==> src/hw/rtl/tone_and_led_indication_sequencer_defines.svh <==
// assertion macros for the tone and led indication sequencer
// no dependencies; included by the top level only
`ifndef TONE_AND_LED_INDICATION_SEQUENCER_DEFINES_SVH
`define TONE_AND_LED_INDICATION_SEQUENCER_DEFINES_SVH

// antecedent implies consequent in the same cycle
`define TLIS_ASSERT_SAME(label, clk, rst_n, ante, cons) \
	label: assert property (@(posedge clk) disable iff (!rst_n) (ante) |-> (cons)) \
		else $error("tlis assertion failed");

// antecedent implies consequent in the next cycle
`define TLIS_ASSERT_NEXT(label, clk, rst_n, ante, cons) \
	label: assert property (@(posedge clk) disable iff (!rst_n) (ante) |=> (cons)) \
		else $error("tlis assertion failed");

`endif

==> src/hw/rtl/tlis_pkg.sv <==
// shared types, constants and the note table of the tone and led sequencer
// no dependencies
package tlis_pkg;

	localparam int CFG_IDX_W = 1;
	localparam int CFG_DATA_W = 28;
	localparam logic [CFG_IDX_W-1:0] CFG_SYS_CLOCK = 1'd0;
	localparam logic [CFG_IDX_W-1:0] CFG_VOLUME = 1'd1;
	localparam logic [27:0] SYS_CLOCK_RESET = 28'd125000000;
	localparam logic [6:0] VOLUME_RESET = 7'd100;

	localparam logic [1:0] CMD_TICK = 2'd0;
	localparam logic [1:0] CMD_START = 2'd1;
	localparam logic [1:0] CMD_LED = 2'd2;

	localparam logic [2:0] TUNE_OFF = 3'd0;
	localparam logic [2:0] TUNE_POWERUP = 3'd1;
	localparam logic [2:0] TUNE_CHG_START = 3'd2;
	localparam logic [2:0] TUNE_CHG_STOP = 3'd3;
	localparam logic [2:0] TUNE_SLEEP = 3'd4;
	localparam logic [2:0] TUNE_WAKE = 3'd5;

	localparam logic LED_IDLE = 1'b0;
	localparam logic LED_CHARGING = 1'b1;

	// shared divider: dividend width, remainder and divisor width
	localparam int DIV_W = 28;
	localparam int DIVR_W = 12;
	localparam int DIV_CNT_W = $clog2(DIV_W);

	localparam logic [DIVR_W-1:0] HZ_C5 = DIVR_W'(52325 / 100);
	localparam logic [DIVR_W-1:0] HZ_E5 = DIVR_W'(65925 / 100);
	localparam logic [DIVR_W-1:0] HZ_G5 = DIVR_W'(78399 / 100);
	localparam logic [DIVR_W-1:0] HZ_C6 = DIVR_W'(104650 / 100);
	localparam logic [DIVR_W-1:0] HZ_C7 = DIVR_W'(209300 / 100);
	localparam logic [DIVR_W-1:0] HZ_G6 = DIVR_W'(156798 / 100);
	localparam logic [DIVR_W-1:0] LEVEL_DIVISOR = DIVR_W'(100);

	// one tenth with 11 fractional bits
	localparam logic [7:0] RECIP10 = 8'd205;

	localparam logic [7:0] GREEN_ON = 8'd200;
	localparam logic [6:0] RAMP_MIN = 7'd10;
	localparam logic [6:0] RAMP_MAX = 7'd100;
	localparam logic [6:0] RAMP_STEP = 7'd2;

	// elapsed ticks are saturated to this width before the table lookup
	localparam int ELAPSED_W = 6;

	typedef enum logic [1:0] {
		NOTE_TONE,
		NOTE_REST,
		NOTE_END
	} note_kind_t;

	typedef struct packed {
		note_kind_t kind;
		logic [DIVR_W-1:0] hz;
	} note_t;

	typedef struct packed {
		logic [1:0] cmd;
		logic [31:0] tick_number;
		logic [2:0] seq_select;
	} cmd_t;

	typedef struct packed {
		logic tone_on;
		logic [15:0] tone_wrap;
		logic [15:0] tone_level;
		logic [2:0] buzzer_sequence;
		logic [7:0] red_level;
		logic [7:0] green_level;
		logic [7:0] blue_level;
		logic [7:0] white_level;
	} status_t;

	typedef struct packed {
		logic start;
		logic [DIV_W-1:0] dividend;
		logic [DIVR_W-1:0] divisor;
	} div_req_t;

	typedef struct packed {
		logic done;
		logic [DIV_W-1:0] quotient;
	} div_rsp_t;

	typedef struct packed {
		logic step;
		logic tick_div10;
		logic pat_we;
		logic pat_sel;
	} led_ctl_t;

	function automatic note_t make_note(input note_kind_t kind, input logic [DIVR_W-1:0] hz);
		note_t n;
		n.kind = kind;
		n.hz = hz;
		return n;
	endfunction

	function automatic note_t pick_note(input logic [2:0] tune, input logic [ELAPSED_W-1:0] t);
		note_t n;
		n = make_note(NOTE_REST, '0);
		case (tune)
			TUNE_POWERUP: begin
				if (t < 6'd8) n = make_note(NOTE_TONE, HZ_C5);
				else if (t < 6'd16) n = make_note(NOTE_TONE, HZ_E5);
				else if (t < 6'd24) n = make_note(NOTE_TONE, HZ_G5);
				else if (t < 6'd32) n = make_note(NOTE_TONE, HZ_C6);
				else n = make_note(NOTE_END, '0);
			end
			TUNE_CHG_START: begin
				if (t < 6'd5) n = make_note(NOTE_TONE, HZ_C7);
				else if (t < 6'd10) n = make_note(NOTE_REST, '0);
				else if (t < 6'd15) n = make_note(NOTE_TONE, HZ_C7);
				else n = make_note(NOTE_END, '0);
			end
			TUNE_CHG_STOP: begin
				if (t < 6'd5) n = make_note(NOTE_TONE, HZ_G6);
				else n = make_note(NOTE_END, '0);
			end
			TUNE_SLEEP: begin
				if (t < 6'd10) n = make_note(NOTE_TONE, HZ_G5);
				else if (t < 6'd20) n = make_note(NOTE_TONE, HZ_E5);
				else if (t < 6'd30) n = make_note(NOTE_TONE, HZ_C5);
				else n = make_note(NOTE_END, '0);
			end
			TUNE_WAKE: begin
				if (t < 6'd10) n = make_note(NOTE_TONE, HZ_C5);
				else if (t < 6'd20) n = make_note(NOTE_TONE, HZ_E5);
				else if (t < 6'd30) n = make_note(NOTE_TONE, HZ_G5);
				else n = make_note(NOTE_END, '0);
			end
			default: n = make_note(NOTE_REST, '0);
		endcase
		return n;
	endfunction

endpackage

==> src/hw/rtl/tlis_chan_if.sv <==
// valid/ready channel carrying one payload beat
// payload type is set per instance; no other dependencies
interface tlis_chan_if #(parameter type payload_t = logic);
	logic valid;
	logic ready;
	payload_t payload;

	modport source (output valid, output payload, input ready);
	modport sink (input valid, input payload, output ready);
endinterface

==> src/hw/rtl/tone_and_led_indication_sequencer.sv <==
// Tone and LED indication sequencer. Takes one command beat at a time (tick, start of a buzzer
// sequence, LED pattern choice) and returns one status beat showing the state after it. A tick
// that sounds a note goes through the shared 28-bit divider twice, once for the PWM wrap
// (clock / note frequency, then / 8) and once for the level (wrap * volume / 100, then / 2).
// A tick with a rest or the end of a sequence goes from the lookup straight to done and skips
// the divider, as do other commands. The command side is not ready while a beat is in work; a
// finished status beat waits in an output register, so the next command may be taken meanwhile.
// depends on tlis_pkg, tlis_chan_if, tlis_div, tlis_led and the assertion macro header
module tone_and_led_indication_sequencer (
	input logic clk,
	input logic arst_n,
	input logic cfg_we,
	input logic [tlis_pkg::CFG_IDX_W-1:0] cfg_index,
	input logic [tlis_pkg::CFG_DATA_W-1:0] cfg_data,
	tlis_chan_if.sink cmd_chan,
	tlis_chan_if.source status_chan
);
	import tlis_pkg::*;
	`include "tone_and_led_indication_sequencer_defines.svh"

	typedef enum logic [2:0] {
		ST_IDLE,
		ST_LOOKUP,
		ST_WRAP,
		ST_MUL,
		ST_LEVEL,
		ST_DONE
	} state_t;

	state_t state_q;
	logic [27:0] sys_clock_q;
	logic [6:0] volume_q;
	logic [2:0] tune_q;
	logic pending_q;
	logic [31:0] start_q;
	logic [31:0] tick_q;
	logic [ELAPSED_W-1:0] elapsed_q;
	logic [9:0] mod_sum_q;
	logic [15:0] wrap_q;
	logic [15:0] level_q;
	logic tone_en_q;
	logic out_valid_q;
	status_t status_q;

	cmd_t cmd_in;
	logic accept;
	logic [31:0] start_eff;
	logic [31:0] elapsed;
	logic [6:0] nib_hi;
	logic [9:0] nib_sum;
	logic [17:0] div10_prod;
	logic [6:0] div10_q;
	logic tick_div10;
	note_t note;
	logic slot_free;
	logic [7:0] green;
	logic [7:0] blue;
	div_req_t div_req;
	div_rsp_t div_rsp;
	led_ctl_t led_ctl;

	assign cmd_in = cmd_chan.payload;
	assign cmd_chan.ready = (state_q == ST_IDLE);
	assign accept = cmd_chan.valid && cmd_chan.ready;
	assign slot_free = !out_valid_q || status_chan.ready;

	// elapsed ticks, saturated so the note table sees a narrow value
	assign start_eff = pending_q ? cmd_in.tick_number : start_q;
	assign elapsed = cmd_in.tick_number - start_eff;

	// 16^k mod 10 is 6 for k >= 1, so the nibble sum keeps the remainder mod 10
	always_comb begin
		nib_hi = 7'(cmd_in.tick_number[7:4]) + 7'(cmd_in.tick_number[11:8])
			+ 7'(cmd_in.tick_number[15:12]) + 7'(cmd_in.tick_number[19:16])
			+ 7'(cmd_in.tick_number[23:20]) + 7'(cmd_in.tick_number[27:24])
			+ 7'(cmd_in.tick_number[31:28]);
		nib_sum = 10'(nib_hi) * 10'd6 + 10'(cmd_in.tick_number[3:0]);
	end

	// reciprocal multiply, exact for the nibble sum range
	assign div10_prod = 18'(mod_sum_q) * 18'(RECIP10);
	assign div10_q = div10_prod[17:11];
	assign tick_div10 = (10'(div10_q) * 10'd10) == mod_sum_q;

	assign note = pick_note(tune_q, elapsed_q);

	always_comb begin
		div_req = '0;
		if (state_q == ST_LOOKUP && note.kind == NOTE_TONE) begin
			div_req.start = 1'b1;
			div_req.dividend = sys_clock_q;
			div_req.divisor = note.hz;
		end else if (state_q == ST_MUL) begin
			div_req.start = 1'b1;
			div_req.dividend = DIV_W'(wrap_q) * DIV_W'(volume_q);
			div_req.divisor = LEVEL_DIVISOR;
		end
	end

	always_comb begin
		led_ctl.step = (state_q == ST_LOOKUP);
		led_ctl.tick_div10 = tick_div10;
		led_ctl.pat_we = accept && cmd_in.cmd == CMD_LED
			&& cmd_in.seq_select <= 3'(LED_CHARGING);
		led_ctl.pat_sel = cmd_in.seq_select[0];
	end

	tlis_div u_div (
		.clk(clk),
		.arst_n(arst_n),
		.req(div_req),
		.rsp(div_rsp)
	);

	tlis_led u_led (
		.clk(clk),
		.arst_n(arst_n),
		.ctl(led_ctl),
		.green(green),
		.blue(blue)
	);

	always_ff @(posedge clk or negedge arst_n) begin
		if (!arst_n) begin
			state_q <= ST_IDLE;
			sys_clock_q <= SYS_CLOCK_RESET;
			volume_q <= VOLUME_RESET;
			tune_q <= TUNE_POWERUP;
			pending_q <= 1'b0;
			start_q <= '0;
			tick_q <= '0;
			elapsed_q <= '0;
			mod_sum_q <= '0;
			wrap_q <= '0;
			level_q <= '0;
			tone_en_q <= 1'b0;
			out_valid_q <= 1'b0;
			status_q <= '0;
		end else begin
			if (cfg_we) begin
				case (cfg_index)
					CFG_SYS_CLOCK: sys_clock_q <= cfg_data;
					CFG_VOLUME: volume_q <= cfg_data[6:0];
					default: ;
				endcase
			end
			if (state_q == ST_DONE && slot_free) begin
				out_valid_q <= 1'b1;
			end else if (status_chan.ready) begin
				out_valid_q <= 1'b0;
			end
			case (state_q)
				ST_IDLE: begin
					if (accept) begin
						case (cmd_in.cmd)
							CMD_TICK: begin
								state_q <= ST_LOOKUP;
								tick_q <= cmd_in.tick_number;
								mod_sum_q <= nib_sum;
								elapsed_q <= (elapsed[31:ELAPSED_W] != '0)
									? '1 : elapsed[ELAPSED_W-1:0];
								if (pending_q) begin
									pending_q <= 1'b0;
									start_q <= cmd_in.tick_number;
								end
							end
							CMD_START: begin
								state_q <= ST_DONE;
								if (cmd_in.seq_select <= TUNE_WAKE) begin
									tune_q <= cmd_in.seq_select;
									pending_q <= 1'b1;
								end
							end
							default: state_q <= ST_DONE;
						endcase
					end
				end
				ST_LOOKUP: begin
					case (note.kind)
						NOTE_TONE: state_q <= ST_WRAP;
						NOTE_END: begin
							tune_q <= TUNE_OFF;
							start_q <= tick_q;
							tone_en_q <= 1'b0;
							state_q <= ST_DONE;
						end
						default: begin
							tone_en_q <= 1'b0;
							state_q <= ST_DONE;
						end
					endcase
				end
				ST_WRAP: begin
					if (div_rsp.done) begin
						wrap_q <= div_rsp.quotient[18:3];
						state_q <= ST_MUL;
					end
				end
				ST_MUL: state_q <= ST_LEVEL;
				ST_LEVEL: begin
					if (div_rsp.done) begin
						level_q <= div_rsp.quotient[16:1];
						tone_en_q <= 1'b1;
						state_q <= ST_DONE;
					end
				end
				ST_DONE: begin
					if (slot_free) begin
						status_q.tone_on <= tone_en_q;
						status_q.tone_wrap <= wrap_q;
						status_q.tone_level <= level_q;
						status_q.buzzer_sequence <= tune_q;
						status_q.red_level <= '0;
						status_q.green_level <= green;
						status_q.blue_level <= blue;
						status_q.white_level <= '0;
						state_q <= ST_IDLE;
					end
				end
				default: state_q <= ST_IDLE;
			endcase
		end
	end

	assign status_chan.valid = out_valid_q;
	assign status_chan.payload = status_q;

	`TLIS_ASSERT_SAME(a_div_done_expected, clk, arst_n, div_rsp.done,
		state_q == ST_WRAP || state_q == ST_LEVEL)
	`TLIS_ASSERT_NEXT(a_accept_leaves_idle, clk, arst_n, accept, state_q != ST_IDLE)
	`TLIS_ASSERT_SAME(a_tune_in_range, clk, arst_n, out_valid_q,
		status_q.buzzer_sequence <= TUNE_WAKE && tune_q <= TUNE_WAKE)
endmodule

==> src/hw/rtl/tlis_div.sv <==
// shared restoring divider, one quotient bit per cycle
// depends on tlis_pkg
module tlis_div (
	input logic clk,
	input logic arst_n,
	input tlis_pkg::div_req_t req,
	output tlis_pkg::div_rsp_t rsp
);
	import tlis_pkg::*;

	logic busy_q;
	logic done_q;
	logic [DIV_CNT_W-1:0] cnt_q;
	logic [DIV_W-1:0] num_q;
	logic [DIVR_W-1:0] den_q;
	logic [DIVR_W-1:0] rem_q;

	logic [DIVR_W:0] trial;
	logic fits;
	logic [DIVR_W-1:0] rem_next;

	always_comb begin
		trial = {rem_q, num_q[DIV_W-1]};
		fits = trial >= {1'b0, den_q};
		rem_next = fits ? DIVR_W'(trial - {1'b0, den_q}) : trial[DIVR_W-1:0];
	end

	always_ff @(posedge clk or negedge arst_n) begin
		if (!arst_n) begin
			busy_q <= 1'b0;
			done_q <= 1'b0;
			cnt_q <= '0;
		end else if (req.start) begin
			busy_q <= 1'b1;
			done_q <= 1'b0;
			cnt_q <= '0;
		end else if (busy_q) begin
			cnt_q <= cnt_q + 1'b1;
			if (cnt_q == DIV_CNT_W'(DIV_W - 1)) begin
				busy_q <= 1'b0;
				done_q <= 1'b1;
			end
		end else begin
			done_q <= 1'b0;
		end
	end

	// quotient bits shift in behind the dividend
	always_ff @(posedge clk) begin
		if (req.start) begin
			num_q <= req.dividend;
			den_q <= req.divisor;
			rem_q <= '0;
		end else if (busy_q) begin
			num_q <= {num_q[DIV_W-2:0], fits};
			rem_q <= rem_next;
		end
	end

	assign rsp.done = done_q;
	assign rsp.quotient = num_q;
endmodule

==> src/hw/rtl/tlis_led.sv <==
// led pattern state: idle green toggle and charging blue ramp
// depends on tlis_pkg
module tlis_led (
	input logic clk,
	input logic arst_n,
	input tlis_pkg::led_ctl_t ctl,
	output logic [7:0] green,
	output logic [7:0] blue
);
	import tlis_pkg::*;

	logic pattern_q;
	logic [7:0] green_q;
	logic [7:0] blue_q;
	logic [6:0] ramp_q;
	logic rising_q;

	logic [6:0] ramp_up;
	logic [6:0] ramp_down;

	assign ramp_up = ramp_q + RAMP_STEP;
	assign ramp_down = ramp_q - RAMP_STEP;

	always_ff @(posedge clk or negedge arst_n) begin
		if (!arst_n) begin
			pattern_q <= LED_IDLE;
			green_q <= '0;
			blue_q <= '0;
			ramp_q <= RAMP_MIN;
			rising_q <= 1'b1;
		end else begin
			if (ctl.pat_we) begin
				pattern_q <= ctl.pat_sel;
			end
			if (ctl.step) begin
				if (pattern_q == LED_IDLE) begin
					if (ctl.tick_div10) begin
						green_q <= (green_q == 8'd0) ? GREEN_ON : 8'd0;
					end
					blue_q <= '0;
				end else begin
					green_q <= '0;
					if (rising_q) begin
						if (ramp_up >= RAMP_MAX) begin
							rising_q <= 1'b0;
							ramp_q <= RAMP_MAX;
							blue_q <= 8'(RAMP_MAX);
						end else begin
							ramp_q <= ramp_up;
							blue_q <= 8'(ramp_up);
						end
					end else begin
						if (ramp_down <= RAMP_MIN) begin
							rising_q <= 1'b1;
							ramp_q <= RAMP_MIN;
							blue_q <= 8'(RAMP_MIN);
						end else begin
							ramp_q <= ramp_down;
							blue_q <= 8'(ramp_down);
						end
					end
				end
			end
		end
	end

	assign green = green_q;
	assign blue = blue_q;
endmodule

==> src/flat_wrapper.sv <==
// flat-port wrapper written by rule: the top's interface ports become plain ports
module tone_and_led_indication_sequencer_flat import tlis_pkg::*;
  (clk, arst_n, cfg_we, cfg_index, cfg_data, cmd_chan_valid, cmd_chan_payload, cmd_chan_ready, status_chan_valid, status_chan_payload, status_chan_ready);
  tlis_chan_if #(.payload_t(cmd_t)) cmd_chan_i ();
  tlis_chan_if #(.payload_t(status_t)) status_chan_i ();
  input logic clk;
  input logic arst_n;
  input logic cfg_we;
  input logic [tlis_pkg::CFG_IDX_W-1:0] cfg_index;
  input logic [tlis_pkg::CFG_DATA_W-1:0] cfg_data;
  input wire logic [$bits(cmd_chan_i.valid)-1:0] cmd_chan_valid;
  input wire logic [$bits(cmd_chan_i.payload)-1:0] cmd_chan_payload;
  output wire logic [$bits(cmd_chan_i.ready)-1:0] cmd_chan_ready;
  output wire logic [$bits(status_chan_i.valid)-1:0] status_chan_valid;
  output wire logic [$bits(status_chan_i.payload)-1:0] status_chan_payload;
  input wire logic [$bits(status_chan_i.ready)-1:0] status_chan_ready;
  assign cmd_chan_i.valid = cmd_chan_valid;
  assign cmd_chan_i.payload = cmd_chan_payload;
  assign cmd_chan_ready = cmd_chan_i.ready;
  assign status_chan_valid = status_chan_i.valid;
  assign status_chan_payload = status_chan_i.payload;
  assign status_chan_i.ready = status_chan_ready;
  tone_and_led_indication_sequencer u_core (.clk(clk), .arst_n(arst_n), .cfg_we(cfg_we), .cfg_index(cfg_index), .cfg_data(cfg_data), .cmd_chan(cmd_chan_i), .status_chan(status_chan_i));
endmodule
==> config.mk <==
export PLATFORM = sky130hd
export DESIGN_NAME = tone_and_led_indication_sequencer_flat
export DESIGN_NICKNAME = d
export VERILOG_FILES = /design/src/hw/rtl/tlis_pkg.sv /design/src/hw/rtl/tlis_chan_if.sv /design/src/hw/rtl/tone_and_led_indication_sequencer.sv /design/src/hw/rtl/tlis_div.sv /design/src/hw/rtl/tlis_led.sv /design/src/flat_wrapper.sv
export VERILOG_INCLUDE_DIRS = /design/src /design/src/hw/rtl
export SDC_FILE = /design/constraint.sdc
export NUM_CORES = 1
export LEC_CHECK = 0
export BUFFER_PORTS_ARGS = -buffer_cell sky130_fd_sc_hd__buf_2
export CAP_MARGIN = 20
export CORE_MARGIN = 10
export CORE_UTILIZATION = 35
export CTS_CLUSTER_DIAMETER = 30
export DETAILED_ROUTE_END_ITERATION = 8
export PLACE_DENSITY = 0.6
export SYNTH_ARGS = -nofsm -noshare
export SYNTH_HDL_FRONTEND = slang
export SYNTH_HIERARCHICAL = 1
export SYNTH_SLANG_ARGS = --single-unit
==> constraint.sdc <==
create_clock -name clk -period 12.8 [get_ports clk]
set_input_delay 1.92 -clock clk [delete_from_list [all_inputs] [get_ports clk]]
set_output_delay 1.92 -clock clk [all_outputs]
set_load 0.1 [all_outputs]
==> flow_summary_export.csv <==
group,metric,value,unit
run_status,outcome,"finished, final reports clean",
die,initial_core_util,0.352,
yosys,yosysSeqAreaShare,0.335,
layout,area_growth,17.0,%
layout,final_common_cell,"nand2_1",
drt,antenna_left,0,
place,dp_hpwl,43.2,mm
layout,drive_gt1_frac,0.195,
drt,drc,0,
sta,worst_slew_pin_slew,1.04,ns
yosys,yosys.area.top_type,"dfrtp_1",
clock_tree,cts-root-buf,"clkbuf_16",
die,core,61500,µm²
critical_path,cp_slowest_cell,"o311ai_0",
layout,nNetsFinal,2709,
sta,skew,0.0159,ns
sta,setup_slack,5.97,ns
yosys,synth_area_leaders,"dfrtp_1, fa_1, ha_1",
min_path,hold_class,"register to register",
critical_path,required,13.31,ns
global_routing,grt_pass1_vias,17600,
clock_tree,clk_path_buf_depth,3,
drt,drt_iter0_drc,1076,
power,leakage,12.1,nW
place,dp.cells,3079,
power,power_density,323,nW/µm²
sta,fin_crit_sh,0.534,
global_routing,grtUsageTotal,0.164,
drt,dr.pass1.iters,5,
global_routing,grt_pass1_wl,94.6,mm
sta,hold_viol_final,0,
sta,finalCriticalPeriod,6.83,ns
drt,vias,16800,
critical_path,critPathMaxFanout,5,
place,portBuffers,124,
layout,fin_cells,3213,
clock_tree,clock_latency,0.59,ns
die,dieArea,72200,µm²
sta,slew_headroom,0.310,
place,post-place-ws,5.95,ns
yosys,ys_warn_count,6,
layout,final_core_util,0.412,
drt,wl_per_cell,18.1,µm
die,rows,91,
global_routing,antenna_found_initial,6,
die,die_y,269,µm
job,max-cap-violations,0,
die,die_width,269,µm
layout,n_fill_cell,6034,
clock_tree,cts_tree,"built",
clock_tree,clkSinkCount,283,
place,routabilityCongestion,0.918,
critical_path,reg2reg_from,"u_core/mod_sum_q[2]",
layout,final_cell_mix,"nand2_1, dfrtp_1, inv_1",
min_path,hp-start,"u_core/tick_q[4]",
critical_path,critPathMostFrequentCell,"inv_1",
clock_tree,clkTransAtPathRegs,0.05,ns
yosys,synth_ff_type,"dfrtp_1",
power,peakVddDrop,0.000281,V
die,io_pins,141,
clock_tree,cts_buffers,73,
critical_path,start_kind,"register",
sta,rsz0062_at_grt,"no",
yosys,synth-edff-count,40,
clock_tree,cts_max_level,3,
sta,timing.hold.ws,0.471,ns
global_routing,grt-ovfl-total,0,
yosys,avgSynthCellArea,9.56,µm²
sta,max_clock_freq,146,MHz
clock_tree,cts_setup_buffers,0,
sta,setup_viol,0,
critical_path,max_stage_delay,0.73,ns
critical_path,worstSetupPathType,"register to register",
sta,drv_slew,0,
critical_path,cp-end-kind,"register",
yosys,async_flop_share,0.816,
clock_tree,ctsHoldBuffers,0,
drt,totalWireLength,58.2,mm
clock_tree,cts_repair_resize_count,0,
global_routing,grt_max_degree,103,
yosys,syn_area,21600,µm²
yosys,synthDistinctLibCells,95,
critical_path,startpoint,"u_core/mod_sum_q[2]",
critical_path,cp.arrival,7.34,ns
drt,vias_per_cell,5.24,
yosys,synthCells,2264,
yosys,ys_seq_elements,283,
sta,tns,0,ns
yosys,synth_top_area_frac,0.244,
## cells by family (layout without fill, tap and decap cells)
logic type,count (synthesis),in the layout,synth area share
compound gates,449,449,0.134
xor+xnor,85,85,0.0344
mux,190,190,0.0968
buf+inv,326,464,0.0627
simple gates,654,654,0.141
flops,283,283,0.335
other cells,2,23,0.000347
fa+ha+maj,275,275,0.196
## cell type report
type                       instances  area, µm²  area share
multi-input combinational       1675      13100       0.519
timing repair buffer             137        728      0.0287
inverter                         194        728      0.0287
clock buffer                      85       1940      0.0767
antenna                            1       2.50   0.0000988
tap                              790        988      0.0390
clock inverter                    48        557      0.0220
sequential                       283       7250       0.286
## registers in the layout (all words and copies together), names as in the netlist, 7 cells and up
name,flops
u_core/mod_sum_q,9
u_core/wrap_q,16
u_core/level_q,16
u_core/sys_clock_q,28
u_core/u_led/blue,7
u_core/u_led/ramp_q,7
u_core/u_div/rem_q,12
u_core/u_div/num_q,28
u_core/volume_q,7
u_core/start_q,32
u_core/tick_q,32
u_core/status_chan.payload,52
u_core/u_div/den_q,12
## report_power, final
part / total [mW] / switching [mW] / leakage, nW / internal, mW
clock: 1.85 / 0.585 / 1.21 / 1.27
combinational: 4.77 / 2.86 / 7.49 / 1.91
sequential: 1.56 / 0.298 / 3.43 / 1.26
## stage by stage
step	total power, mW	area (µm²)
after floorplan	5.29	21700
after global placement	6.17	22800
after detailed placement	6.32	22800
after CTS	8.23	25300
after global routing	8.89	25300
final	8.18	25300
## path summary, 6_finish.rpt
kind                                             endpoint  slack (ns)  cells after the start
setup / recovery                    u_core/u_led/green[6]        5.97                     27
min in group asynchronous  u_core/status_chan.payload[60]        1.38                      1
max in group asynchronous                u_core/pending_q        9.93                      2
hold / removal                           u_core/tick_q[4]        0.47                      2
hold reg to reg                          u_core/tick_q[4]        0.47                      2
setup reg to reg                    u_core/u_led/green[6]        5.97                     27
## Yosys cell counts (all sizes together) (29+ instances only)
library cell  count
clkbuf           94
a21o             31
inv             194
xor2             29
nand3            33
ha              166
fa              108
and2             44
buf              38
o21ai           119
a21oi           135
nor3             33
xnor2            56
dfrtp           211
nor2            129
mux2            154
edfxtp           40
nand2           300
mux2i            36
## layer usage
layer | vias to the layer above | share of wire | global-route usage
met1 | 8343 | 0.44 | 0.206
met2 | 359 | 0.48 | 0.273
li1 | 7991 | - | -
met4 | 12 | 0.028 | 0.0572
met5 | - | 0.0012 | 0
met3 | 123 | 0.058 | 0.0363
## worst max-delay path, delay by kind of cell, from the launching register on
kind                       cells  cell delay [ns]
xor gates and xnor gates       4             0.87
buffers and inverters          4             0.22
AOI/OAI and AO/OA              7             1.65
and+or+nand+nor                5             0.84
adders and majority gates      6             2.46
DFF                            1             0.44
muxes                          1             0.28
No activity file was read; power rests on OpenSTA's default activity.
